$ cat config.mk
export PLATFORM = sky130hd
export DESIGN_NAME = ack_paced_delay_estimator
export DESIGN_NICKNAME = d
export VERILOG_FILES = /design/src/apde_pkg.sv /design/src/apde_div.sv /design/src/apde_ctrl.sv /design/src/apde_dp.sv /design/src/ack_paced_delay_estimator.sv
export SDC_FILE = /design/constraint.sdc
export NUM_CORES = 2
export LEC_CHECK = 0
export BUFFER_PORTS_ARGS = -buffer_cell sky130_fd_sc_hd__buf_2
export CORE_UTILIZATION = 28
export DETAILED_ROUTE_END_ITERATION = 10
export PLACE_DENSITY_LB_ADDON = 0.1
export SLEW_MARGIN = 5
export SYNTH_ARGS = -nofsm -noshare
export SYNTH_HDL_FRONTEND = slang
export SYNTH_HIERARCHICAL = 1
export SYNTH_SLANG_ARGS = --single-unit
$ cat constraint.sdc
create_clock -name i_clk -period 12.6 [get_ports i_clk]
set_input_delay 1.26 -clock i_clk [delete_from_list [all_inputs] [get_ports i_clk]]
set_output_delay 1.26 -clock i_clk [all_outputs]
set_load 0.02 [all_outputs]
$ cat src/apde_pkg.sv
// ----------------------------------------------------------------------------
// apde_pkg
// shared types and constants of the ack paced delay estimator
// ----------------------------------------------------------------------------
`default_nettype none

package apde_pkg;

    localparam int BAND_W    = 2;
    localparam int ACK_W     = 32;
    localparam int SEG_W     = 16;
    localparam int CREDIT_W  = 31;
    localparam int CFG_IDX_W = 3;
    localparam int RATE_NUM  = 4;

    localparam logic [SEG_W-1:0] SEG_RESET   = 16'd1448;
    localparam logic [ACK_W-1:0] RATE_RESET  = 32'd1;
    localparam logic [ACK_W-1:0] BITS_SCALE  = 32'd8000;
    localparam logic [ACK_W-1:0] US_SCALE    = 32'd1000;

    // configuration register indexes
    localparam logic [CFG_IDX_W-1:0] CFG_SEGMENT_SIZE = 3'd0;
    localparam logic [CFG_IDX_W-1:0] CFG_RATE_BAND0   = 3'd1;
    localparam logic [CFG_IDX_W-1:0] CFG_RATE_BAND1   = 3'd2;
    localparam logic [CFG_IDX_W-1:0] CFG_RATE_BAND2   = 3'd3;
    localparam logic [CFG_IDX_W-1:0] CFG_RATE_BAND3   = 3'd4;

    // controller to datapath commands
    typedef struct packed {
        logic latch_in;
        logic read_band;
        logic classify;
        logic start_div;
        logic div_sel_rate;
        logic take_part;
        logic scale;
        logic take_delay;
        logic commit;
    } t_cmd;

    // datapath to controller status
    typedef struct packed {
        logic skip;
        logic partial;
        logic div_done;
    } t_sts;

endpackage

`default_nettype wire

$ cat src/apde_div.sv
// ----------------------------------------------------------------------------
// apde_div
// radix-2 restoring divider, one quotient bit per cycle
// ----------------------------------------------------------------------------
`default_nettype none

module apde_div
    import apde_pkg::*;
(
    input  wire logic             i_clk,
    input  wire logic             i_rst_n,
    input  wire logic             i_start,
    input  wire logic [ACK_W-1:0] i_num,
    input  wire logic [ACK_W-1:0] i_den,
    output logic                  o_done,
    output logic [ACK_W-1:0]      o_quo
);

    localparam int CNT_W = $clog2(ACK_W);

    logic [ACK_W:0]   r_rem;
    logic [ACK_W-1:0] r_quo;
    logic [ACK_W-1:0] r_den;
    logic [CNT_W-1:0] r_cnt;
    logic             r_busy;
    logic             r_done;

    logic [ACK_W:0]   n_shift;
    logic [ACK_W:0]   n_diff;
    logic             n_fit;

    // zero divisor always fits, which yields an all ones quotient
    always_comb begin
        n_shift = {r_rem[ACK_W-1:0], r_quo[ACK_W-1]};
        n_diff  = n_shift - {1'b0, r_den};
        n_fit   = (n_shift >= {1'b0, r_den});
    end

    always_ff @(posedge i_clk) begin
        if (!i_rst_n) begin
            r_busy <= 1'b0;
            r_done <= 1'b0;
            r_cnt  <= '0;
        end else begin
            r_done <= 1'b0;
            if (i_start) begin
                r_busy <= 1'b1;
                r_cnt  <= CNT_W'(ACK_W - 1);
            end else if (r_busy) begin
                if (r_cnt == '0) begin
                    r_busy <= 1'b0;
                    r_done <= 1'b1;
                end else begin
                    r_cnt <= r_cnt - 1'b1;
                end
            end
        end
    end

    always_ff @(posedge i_clk) begin
        if (i_start) begin
            r_rem <= '0;
            r_quo <= i_num;
            r_den <= i_den;
        end else if (r_busy) begin
            r_rem <= n_fit ? n_diff : n_shift;
            r_quo <= {r_quo[ACK_W-2:0], n_fit};
        end
    end

    assign o_done = r_done;
    assign o_quo  = r_quo;

endmodule

`default_nettype wire

$ cat src/apde_ctrl.sv
// ----------------------------------------------------------------------------
// apde_ctrl
// sequencer that steps one packet event through the datapath
// ----------------------------------------------------------------------------
`default_nettype none

module apde_ctrl
    import apde_pkg::*;
(
    input  wire logic i_clk,
    input  wire logic i_rst_n,
    input  wire logic i_in_valid,
    output logic      o_in_ready,
    output logic      o_out_valid,
    input  wire logic i_out_ready,
    input  wire t_sts i_sts,
    output t_cmd      o_cmd
);

    typedef enum logic [2:0] {
        S_IDLE,
        S_READ,
        S_CLASS,
        S_QWAIT,
        S_SCALE,
        S_RSTART,
        S_RWAIT,
        S_OUT
    } t_state;

    t_state r_state;
    t_state n_state;
    logic   r_out_valid;
    t_cmd   n_cmd;

    always_comb begin
        n_state = r_state;
        n_cmd   = '0;
        case (r_state)
            S_IDLE: begin
                if (i_in_valid) begin
                    n_cmd.latch_in = 1'b1;
                    n_state        = S_READ;
                end
            end
            S_READ: begin
                n_cmd.read_band = 1'b1;
                n_state         = S_CLASS;
            end
            S_CLASS: begin
                n_cmd.classify = 1'b1;
                if (i_sts.skip) begin
                    n_state = S_OUT;
                end else if (i_sts.partial) begin
                    n_cmd.start_div = 1'b1;
                    n_state         = S_QWAIT;
                end else begin
                    n_state = S_SCALE;
                end
            end
            S_QWAIT: begin
                if (i_sts.div_done) begin
                    n_cmd.take_part = 1'b1;
                    n_state         = S_SCALE;
                end
            end
            S_SCALE: begin
                n_cmd.scale = 1'b1;
                n_state     = S_RSTART;
            end
            S_RSTART: begin
                n_cmd.start_div    = 1'b1;
                n_cmd.div_sel_rate = 1'b1;
                n_state            = S_RWAIT;
            end
            S_RWAIT: begin
                if (i_sts.div_done) begin
                    n_cmd.take_delay = 1'b1;
                    n_state          = S_OUT;
                end
            end
            S_OUT: begin
                if (!r_out_valid || i_out_ready) begin
                    n_cmd.commit = 1'b1;
                    n_state      = S_IDLE;
                end
            end
            default: begin
                n_state = S_IDLE;
            end
        endcase
    end

    always_ff @(posedge i_clk) begin
        if (!i_rst_n) begin
            r_state     <= S_IDLE;
            r_out_valid <= 1'b0;
        end else begin
            r_state <= n_state;
            if (n_cmd.commit) begin
                r_out_valid <= 1'b1;
            end else if (i_out_ready) begin
                r_out_valid <= 1'b0;
            end
        end
    end

    assign o_cmd       = n_cmd;
    assign o_in_ready  = (r_state == S_IDLE);
    assign o_out_valid = r_out_valid;

endmodule

`default_nettype wire

$ cat src/apde_dp.sv
// ----------------------------------------------------------------------------
// apde_dp
// per band ack state, config registers, credit and delay arithmetic
// ----------------------------------------------------------------------------
`default_nettype none

module apde_dp
    import apde_pkg::*;
#(
    parameter int BANDS = 4
) (
    input  wire logic                 i_clk,
    input  wire logic                 i_rst_n,
    input  wire t_cmd                 i_cmd,
    output t_sts                      o_sts,
    input  wire logic                 i_cfg_valid,
    input  wire logic [CFG_IDX_W-1:0] i_cfg_index,
    input  wire logic [ACK_W-1:0]     i_cfg_data,
    input  wire logic [BAND_W-1:0]    i_band,
    input  wire logic                 i_is_tcp,
    input  wire logic                 i_syn_or_fin,
    input  wire logic [ACK_W-1:0]     i_ack_number,
    output logic [ACK_W-1:0]          o_pace_delay_us,
    output logic                      o_delay_updated,
    output logic [CREDIT_W-1:0]       o_credited_bytes
);

    localparam int IDX_W = (BANDS > 1) ? $clog2(BANDS) : 1;

    logic [SEG_W-1:0] r_seg;
    logic [ACK_W-1:0] r_rate [RATE_NUM];
    logic [ACK_W-1:0] r_high [BANDS];
    logic [ACK_W-1:0] r_dup  [BANDS];

    logic [BAND_W-1:0] r_band;
    logic              r_tcp;
    logic              r_sync;
    logic [ACK_W-1:0]  r_ack;
    logic [ACK_W-1:0]  r_m;
    logic [ACK_W-1:0]  r_d;
    logic [ACK_W-1:0]  r_ds;
    logic [ACK_W-1:0]  r_credit;
    logic [ACK_W-1:0]  r_dnew;
    logic [ACK_W-1:0]  r_prod;
    logic [ACK_W-1:0]  r_delay;

    logic [ACK_W-1:0]    r_out_delay;
    logic                r_out_upd;
    logic [CREDIT_W-1:0] r_out_credit;

    logic [IDX_W-1:0] w_idx;
    logic             w_band_ok;
    logic             w_live;
    logic             w_dup_hit;
    logic             w_jump;
    logic             w_part;
    logic [ACK_W-1:0] w_limit;
    logic [ACK_W-1:0] w_raw;
    logic [ACK_W-1:0] w_div_num;
    logic [ACK_W-1:0] w_div_den;
    logic             w_div_done;
    logic [ACK_W-1:0] w_div_quo;

    assign w_idx     = r_band[IDX_W-1:0];
    assign w_band_ok = (3'(r_band) < 3'(BANDS));
    assign w_live    = w_band_ok && r_tcp;

    always_comb begin
        w_limit   = r_m + r_ds;
        w_dup_hit = (r_ack == r_m);
        w_jump    = (r_ack > w_limit);
        w_part    = (r_ack > r_m);
        w_raw     = r_ack - r_ds - r_m;
    end

    assign o_sts.skip     = !w_live || r_sync;
    assign o_sts.partial  = !w_dup_hit && !w_jump && w_part;
    assign o_sts.div_done = w_div_done;

    // one divider shared by the partial advance and the delay
    assign w_div_num = i_cmd.div_sel_rate ? r_prod : (r_ack - r_m);
    assign w_div_den = i_cmd.div_sel_rate ? r_rate[r_band] : {16'b0, r_seg};

    apde_div u_div (
        .i_clk   (i_clk),
        .i_rst_n (i_rst_n),
        .i_start (i_cmd.start_div),
        .i_num   (w_div_num),
        .i_den   (w_div_den),
        .o_done  (w_div_done),
        .o_quo   (w_div_quo)
    );

    // config registers and per band state
    always_ff @(posedge i_clk) begin
        if (!i_rst_n) begin
            r_seg <= SEG_RESET;
            for (int i = 0; i < RATE_NUM; i++) begin
                r_rate[i] <= RATE_RESET;
            end
            for (int i = 0; i < BANDS; i++) begin
                r_high[i] <= '0;
                r_dup[i]  <= '0;
            end
        end else begin
            if (i_cfg_valid) begin
                case (i_cfg_index)
                    CFG_SEGMENT_SIZE: r_seg     <= i_cfg_data[SEG_W-1:0];
                    CFG_RATE_BAND0:   r_rate[0] <= i_cfg_data;
                    CFG_RATE_BAND1:   r_rate[1] <= i_cfg_data;
                    CFG_RATE_BAND2:   r_rate[2] <= i_cfg_data;
                    CFG_RATE_BAND3:   r_rate[3] <= i_cfg_data;
                    default: ;
                endcase
            end
            if (i_cmd.commit && w_live) begin
                r_high[w_idx] <= r_ack;
                r_dup[w_idx]  <= r_sync ? '0 : r_dnew;
            end
        end
    end

    // working registers
    always_ff @(posedge i_clk) begin
        if (i_cmd.latch_in) begin
            r_band <= i_band;
            r_tcp  <= i_is_tcp;
            r_sync <= i_syn_or_fin;
            r_ack  <= i_ack_number;
        end
        if (i_cmd.read_band) begin
            r_m  <= r_high[w_idx];
            r_d  <= r_dup[w_idx];
            r_ds <= 32'(r_dup[w_idx] * {16'b0, r_seg});
        end
        if (i_cmd.classify) begin
            if (w_dup_hit) begin
                r_credit <= {16'b0, r_seg};
                r_dnew   <= r_d + 1'b1;
            end else if (w_jump) begin
                r_credit <= w_raw[ACK_W-1] ? '0 : w_raw;
                r_dnew   <= '0;
            end else if (w_part) begin
                r_credit <= {16'b0, r_seg};
                r_dnew   <= r_d;
            end else begin
                r_credit <= '0;
                r_dnew   <= r_d;
            end
        end
        if (i_cmd.take_part) begin
            r_dnew <= r_d - (w_div_quo - 1'b1);
        end
        if (i_cmd.scale) begin
            r_prod <= 32'(r_credit * BITS_SCALE);
        end
        if (i_cmd.take_delay) begin
            r_delay <= 32'(w_div_quo * US_SCALE);
        end
        if (i_cmd.commit) begin
            if (o_sts.skip) begin
                r_out_delay  <= '0;
                r_out_upd    <= 1'b0;
                r_out_credit <= '0;
            end else begin
                r_out_delay  <= r_delay;
                r_out_upd    <= 1'b1;
                r_out_credit <= r_credit[CREDIT_W-1:0];
            end
        end
    end

    assign o_pace_delay_us  = r_out_delay;
    assign o_delay_updated  = r_out_upd;
    assign o_credited_bytes = r_out_credit;

endmodule

`default_nettype wire

$ cat src/ack_paced_delay_estimator.sv
// ----------------------------------------------------------------------------
// ack_paced_delay_estimator
// per band tcp ack tracking and pacing delay computation
// ----------------------------------------------------------------------------
// Takes one packet event per request and returns exactly one result per
// request. A tcp request without syn/fin updates its band's highest ack and
// duplicate-ack count, credits bytes and returns the pacing delay
// ((8000 * credit) / rate limit of the band) * 1000, all wrapping at 32 bits.
// syn/fin requests resync the band, non-tcp requests and bands at or above
// BANDS leave state alone; those return all zero fields. One request is in
// work at a time. The single shared 32-bit restoring divider yields one
// quotient bit per cycle and runs once for the delay and once more for the
// partial advance. A new request is taken while the previous result is
// still waiting at the output register. Config writes are always accepted
// and must only happen while the block is idle.
// ----------------------------------------------------------------------------
`default_nettype none

module ack_paced_delay_estimator
    import apde_pkg::*;
#(
    parameter int BANDS = 4
) (
    input  wire logic                 i_clk,
    input  wire logic                 i_rst_n,
    // config write channel
    input  wire logic                 i_cfg_valid,
    output logic                      o_cfg_ready,
    input  wire logic [CFG_IDX_W-1:0] i_cfg_index,
    input  wire logic [ACK_W-1:0]     i_cfg_data,
    // packet event requests
    input  wire logic                 i_in_valid,
    output logic                      o_in_ready,
    input  wire logic [BAND_W-1:0]    i_band,
    input  wire logic                 i_is_tcp,
    input  wire logic                 i_syn_or_fin,
    input  wire logic [ACK_W-1:0]     i_ack_number,
    // results
    output logic                      o_out_valid,
    input  wire logic                 i_out_ready,
    output logic [ACK_W-1:0]          o_pace_delay_us,
    output logic                      o_delay_updated,
    output logic [CREDIT_W-1:0]       o_credited_bytes
);

    t_cmd w_cmd;
    t_sts w_sts;

    // config registers take a write in any cycle
    assign o_cfg_ready = 1'b1;

    // sequencer: accept, read band, classify, partial divide, scale, delay divide, hand off
    apde_ctrl u_ctrl (
        .i_clk       (i_clk),
        .i_rst_n     (i_rst_n),
        .i_in_valid  (i_in_valid),
        .o_in_ready  (o_in_ready),
        .o_out_valid (o_out_valid),
        .i_out_ready (i_out_ready),
        .i_sts       (w_sts),
        .o_cmd       (w_cmd)
    );

    // band state, config, arithmetic and the result register
    apde_dp #(
        .BANDS (BANDS)
    ) u_dp (
        .i_clk            (i_clk),
        .i_rst_n          (i_rst_n),
        .i_cmd            (w_cmd),
        .o_sts            (w_sts),
        .i_cfg_valid      (i_cfg_valid),
        .i_cfg_index      (i_cfg_index),
        .i_cfg_data       (i_cfg_data),
        .i_band           (i_band),
        .i_is_tcp         (i_is_tcp),
        .i_syn_or_fin     (i_syn_or_fin),
        .i_ack_number     (i_ack_number),
        .o_pace_delay_us  (o_pace_delay_us),
        .o_delay_updated  (o_delay_updated),
        .o_credited_bytes (o_credited_bytes)
    );

endmodule

`default_nettype wire
**Yosys cells after proc, flatten, opt, wreduce, memory -nomap -nowiden**

Memories as Yosys holds them, arrays and structs flattened. A register that Yosys moved wholly into a read port is not among the register bits.
Cells that the tools add are included.

- Flip-flop bits (word level): 403
- Bits in latches: 0
- RAM bits: 384
- ROM bits: 0
- Input bits: 76
- Output and inout port bits: 67
- Logic and storage cells: 163
- Memories kept: 3

Memories:

| memory | depth | bits a word | read ports | clocked after Yosys merged registers in | write ports | RTL line | text |
|---|---|---|---|---|---|---|---|
| u_dp.r_dup | 4 | 32 | 1 | 1 | 4 | apde_dp.sv:33 | `logic [ACK_W-1:0] r_dup [BANDS];` |
| u_dp.r_high | 4 | 32 | 1 | 1 | 4 | apde_dp.sv:32 | `logic [ACK_W-1:0] r_high [BANDS];` |
| u_dp.r_rate | 4 | 32 | 1 | 1 | 4 | apde_dp.sv:31 | `logic [ACK_W-1:0] r_rate [RATE_NUM];` |

- Add/sub/neg operators: 9
- Multiply operators: 3
- Divide/modulo/power cells: 0
- $lt $le $gt $ge: 3
- Equal/unequal tests: 17
- Shift-type cells: 0
- Muxes and demuxes: 77
- Bitwise logic cells: 6
- Reduce and logical (&&, ||, !) cells: 21

Operators by type and width:

| kind | count |
|---|---|
| $mux 32 | 15 |
| $sub 32x32->32 | 5 |
| $gt 32x32->1 | 2 |
| $reduce_or 32->1 | 2 |
| $mux 31 | 2 |
| $mux 16 | 3 |
| $mux 1 | 42 |
| $ge 33x32->1 | 1 |
| $add 32x1->32 const B | 1 |
| $add 32x32->32 | 1 |
| $eq 32x32->1 | 1 |
| $mul 32x16->32 | 1 |
| $mul 32x7->26 const B | 1 |
| $mul 32x7->29 const B | 1 |
| $sub 32x1->32 const B | 1 |
| $pmux 3 s8 | 1 |
| $mux 3 | 6 |
| $eq 3x3->1 const B | 5 |
| $mux 5 | 3 |
| $eq 3x2->1 const B | 4 |
| $mux 2 | 4 |
| $eq 3x1->1 const B | 2 |
| $logic_not 3->1 | 2 |
| $ne 2x1->1 const B | 3 |
| other kinds (13) | 27 |

**Depth between registers and ports, before layout**

- Depth in word-level cells: 10
- Gate-level depth with buffers: 29
- Gate-level depth less buffers: 27

**By module**

Netlist, hierarchy kept.

By module, submodules not included:

| module | times used | cells each | area an instance (um^2) | seq. area each (um^2) |
|---|---|---|---|---|
| apde_dp | 1 | 4984 | 55695.9 | 21230.4 |
| apde_div | 1 | 596 | 6206.0 | 2702.6 |
| apde_ctrl | 1 | 41 | 322.8 | 80.1 |
| ack_paced_delay_estimator | 1 | 2 | 11.3 | 0.0 |

**Least setup slack after synthesis**

OpenSTA, ideal clock, no wires.

- Kind: input to register
- From: in i_out_ready
- To: mem u_dp.r_dup[2][0], enable pin
- Setup time: 0.574 ns
- Arrival time: 11.075 ns
- Required time: 12.026 ns
- Path slack: 0.950 ns
- Stages on the path: 4
- Buffers on the path: 0
- Cells stage by stage: nor2b_1 nor3b_1 nand2_1 o21ai_0

RTL lines:

| what | RTL line | text |
|---|---|---|
| start, declared | ack_paced_delay_estimator.sv:40 | `input wire logic i_out_ready,` |
| end, declared | apde_dp.sv:33 |  |

==> impl_metrics.py <==
metrics = {
    "power_and_ir_drop": {
        "intPower_mw": 10.2,
        "p_sw_frac": 0.459,
        "power_frac_clock": 0.164,
        "p_leak_nw": 28.8,
        "power.density_mw_per_mm2": 271,
        "switching_power_mw": 8.69,
        "p_comb_frac": 0.618,
        "pwr-share-seq": 0.217,
        "ir_drop_uv": 219,
        "power.total_mw": 18.9,
    },
    "global_route": {
        "grt_max_degree": 62,
        "gr-total-overflow": 0,
        "antenna_found_initial": 18,
        "grt_pass1_vias": 43600,
        "grt_usage": 0.174,
        "grt_pass1_wl_mm": 289,
    },
    "timing": {
        "slew_headroom": 0.238,
        "timing.fmax_mhz": 113,
        "final.setup.tns_ps": 0,
        "period_needed_ps": 8870,
        "slew_violations": 0,
        "setup_violations": 0,
        "min_period_over_period": 0.704,
        "rsz0062_at_grt": "no",
        "worst_pin_slew_ps": 1140,
        "skew_ps": 39.2,
        "hold_viol": 0,
    },
    "synthesis": {
        "synth_area_leaders": "edfxtp_1, fa_1, ha_1",
        "yosysSeqAreaShare": 0.386,
        "synth_cell_types": 109,
        "ys_warn_count": 6,
        "synth_area_leader_cell": "edfxtp_1",
        "synth_ff_type": "edfxtp_1",
        "async_reset_ff_frac": 0,
        "synth_edf_count": 759,
        "syn_area_mm2": 0.0622,
        "synthCells": 5623,
        "ys_ff_latch": 820,
        "synth_top_area_share": 0.366,
        "syn_area_per_cell_um2": 11.1,
    },
    "routing": {
        "drt_first_pass_iters": 5,
        "routed_wl_mm": 192,
        "drc_errors": 0,
        "avgViaCountPerCell": 4.66,
        "ant_nets": 0,
        "drt_first_iter_violations": 2361,
        "wl_per_cell_um": 21.9,
        "vias": 40900,
    },
    "clock_network": {
        "cts_root_buffer": "clkbuf_16",
        "clockBufferDepth": 3,
        "cts.hold.buffers_added": 0,
        "cts-resized-gates": 0,
        "cts-buffers-inserted": 100,
        "cts_tree": "done",
        "cts_setup_buffers": 0,
        "cts.sinks": 820,
        "cts_max_level": 3,
        "clk_latency_ps": 770,
        "clk_pin_slew_ps": 60,
    },
    "final_layout": {
        "fin_util": 0.317,
        "fillers": 22700,
        "drive_gt1_frac": 0.110,
        "area_delta_synth_final_pct": 12.4,
        "nNetsFinal": 6736,
    },
    "worst_setup_path": {
        "slowest_stage": "buf_4",
        "arrival_ps": 9350,
        "required_ps": 13080,
        "path_delay_family": "compound AO/OA/AOI/OAI gates",
        "cp_max_fo": 53,
        "slowest_delay_ps": 720,
        "crit_buf_inv": 4,
        "path_common_cell": "a21oi_1",
        "critPathCaptureType": "flop",
        "critPathKind": "flop to flop",
        "cp-start-kind": "flop",
    },
    "floorplanning": {
        "die_y_um": 473,
        "std_cell_rows": 172,
        "core-area_mm2": 0.220,
        "die_x_um": 473,
        "start_util": 0.282,
        "fp.dieArea_mm2": 0.224,
        "num_io_pins": 143,
    },
    "placed_design": {
        "portBuffers": 138,
        "dp_hpwl_mm": 143,
        "place.gp.congestion": 0.832,
    },
    "outcome": {
        "outcome": "finished, final reports clean",
    },
    "run": {
        "maxCapViolations": 0,
    },
    "hold_path": {
        "worstHoldPathType": "flop to flop",
    },
}
==> worst register-to-register path, cell delays in order (launching register included) <==
cell and delay (ps):
edfxtp_1 420, ha_1 270, fa_1 420, a21oi_1 230, o22ai_1 200, o41ai_2 320
a21oi_1 240, a2111oi_2 340, nor3_1 180, a41oi_1 340, nand2_1 150, a311o_1 380
xnor2_1 130, ha_1 280, a21o_1 180, a21oi_1 180, o21ai_0 120, a211o_1 350
a311oi_1 260, or2_2 180, inv_1 50, nor3_1 710, or3b_2 560, o22ai_4 110
buf_4 510, buf_4 720, inv_1 400, mux2_2 370
==> power groups by stage <==
stage / registers (mW) / logic, mW / clock network [mW]
after detailed placement: 4.18 / 11.7 / 0
after global placement: 4.19 / 11.7 / 0
final: 4.12 / 11.7 / 3.11
after floorplan: 3.99 / 8.42 / 0
after CTS: 4.13 / 11.8 / 3.22
after global routing: 4.16 / 13.2 / 3.31
==> through the flow <==
stage	worst slack [ps]	instances	cell area (µm²)	hold slack, ps
finish	3730	8773	69900	453
global route	2970	8771	69900	478
CTS	3420	8770	69900	455
detailed placement	3510	8582	66400	447
global placement	3450	8582	66400	442
floorplan	950	5625	62200	440
==> path summary, 6_finish.rpt <==
path                 startpoint             endpoint  slack (ps)  depth (start not counted)
hold / removal    u_dp/r_seg[1]        u_dp/r_seg[1]         450                          2
hold reg to reg   u_dp/r_seg[1]        u_dp/r_seg[1]         450                          2
setup / recovery    u_dp/r_m[0]  u_dp/u_div/o_quo[0]        3730                         27
setup reg to reg    u_dp/r_m[0]  u_dp/u_div/o_quo[0]        3730                         27
==> final cells by class <==
type / instances / area (µm²) / area share
Sequential cell: 820 / 24000 / 0.344
Inverter: 798 / 3000 / 0.0428
Multi-Input combinational cell: 3800 / 34500 / 0.493
Clock inverter: 62 / 847 / 0.0121
Antenna cell: 3 / 7.51 / 0.000107
Tap cell: 2958 / 3700 / 0.0529
Timing Repair Buffer: 206 / 1200 / 0.0172
Clock buffer: 126 / 2670 / 0.0382
==> cells in the mapped netlist (61+ instances only) <==
cell type	number
inv_1	797
edfxtp_1	759
nand2_1	533
fa_1	509
and2_1	470
ha_1	425
nor2_1	275
a21oi_1	210
xnor2_1	169
clkbuf_1	157
o21ai_0	147
a21o_1	98
mux4_2	96
nand3_1	76
nor3_1	73
xor2_1	68
dfxtp_1	61
==> flip-flops by register name, indices dropped and copies added (netlist names), 2 cells and up, named ones only <==
register / cells
u_dp/r_seg: 16
u_dp/r_dup: 128
u_dp/o_credited_bytes: 31
u_dp/r_m: 32
u_dp/r_rate: 128
u_dp/u_div/o_quo: 32
u_dp/u_div/r_cnt: 5
u_dp/r_band: 2
u_dp/r_ds: 32
u_dp/r_d: 32
u_dp/r_credit: 31
u_dp/r_ack: 32
u_dp/u_div/r_den: 32
u_dp/r_prod: 26
u_dp/o_pace_delay_us: 29
u_dp/r_dnew: 32
u_dp/r_high: 128
u_dp/r_delay: 29
u_dp/u_div/r_rem: 32
u_ctrl/r_state: 3
==> metal layers <==
metal,GRT usage,up-vias,part of all wire
met5,0,-,0.00016
met4,0.0349,6,0.015
met3,0.0168,160,0.030
met2,0.292,582,0.48
met1,0.241,20900,0.48
li1,-,19200,-
==> layout by cell type, fill, tap and decap left out, types with 44 or more instances in the layout <==
master / instances
fa_1: 509
xor2_1: 68
buf_4: 68
buf_2: 138
nand2_1: 531
edfxtp_1: 759
a21o_1: 98
dfxtp_1: 57
inv_1: 796
and2_1: 469
mux4_2: 96
xnor2_1: 169
and3_1: 48
nand3_1: 76
a21oi_1: 210
ha_1: 425
clkbuf_16: 101
nor3_1: 71
mux2_2: 44
o21ai_0: 145
nor2_1: 268
==> cell families (layout without fill, tap and decap cells) <==
group | count (synthesis) | count (layout) | synth area share
buf+inv | 1005 | 1192 | 0.0628
simple gates | 1695 | 1695 | 0.137
xor+xnor | 238 | 238 | 0.0336
other cells | 2 | 7 | 0.000121
mux | 149 | 149 | 0.0444
compound gates | 780 | 780 | 0.0867
flops | 820 | 820 | 0.386
fa+ha+maj | 934 | 934 | 0.249
No activity file was read; power rests on OpenSTA's default activity.
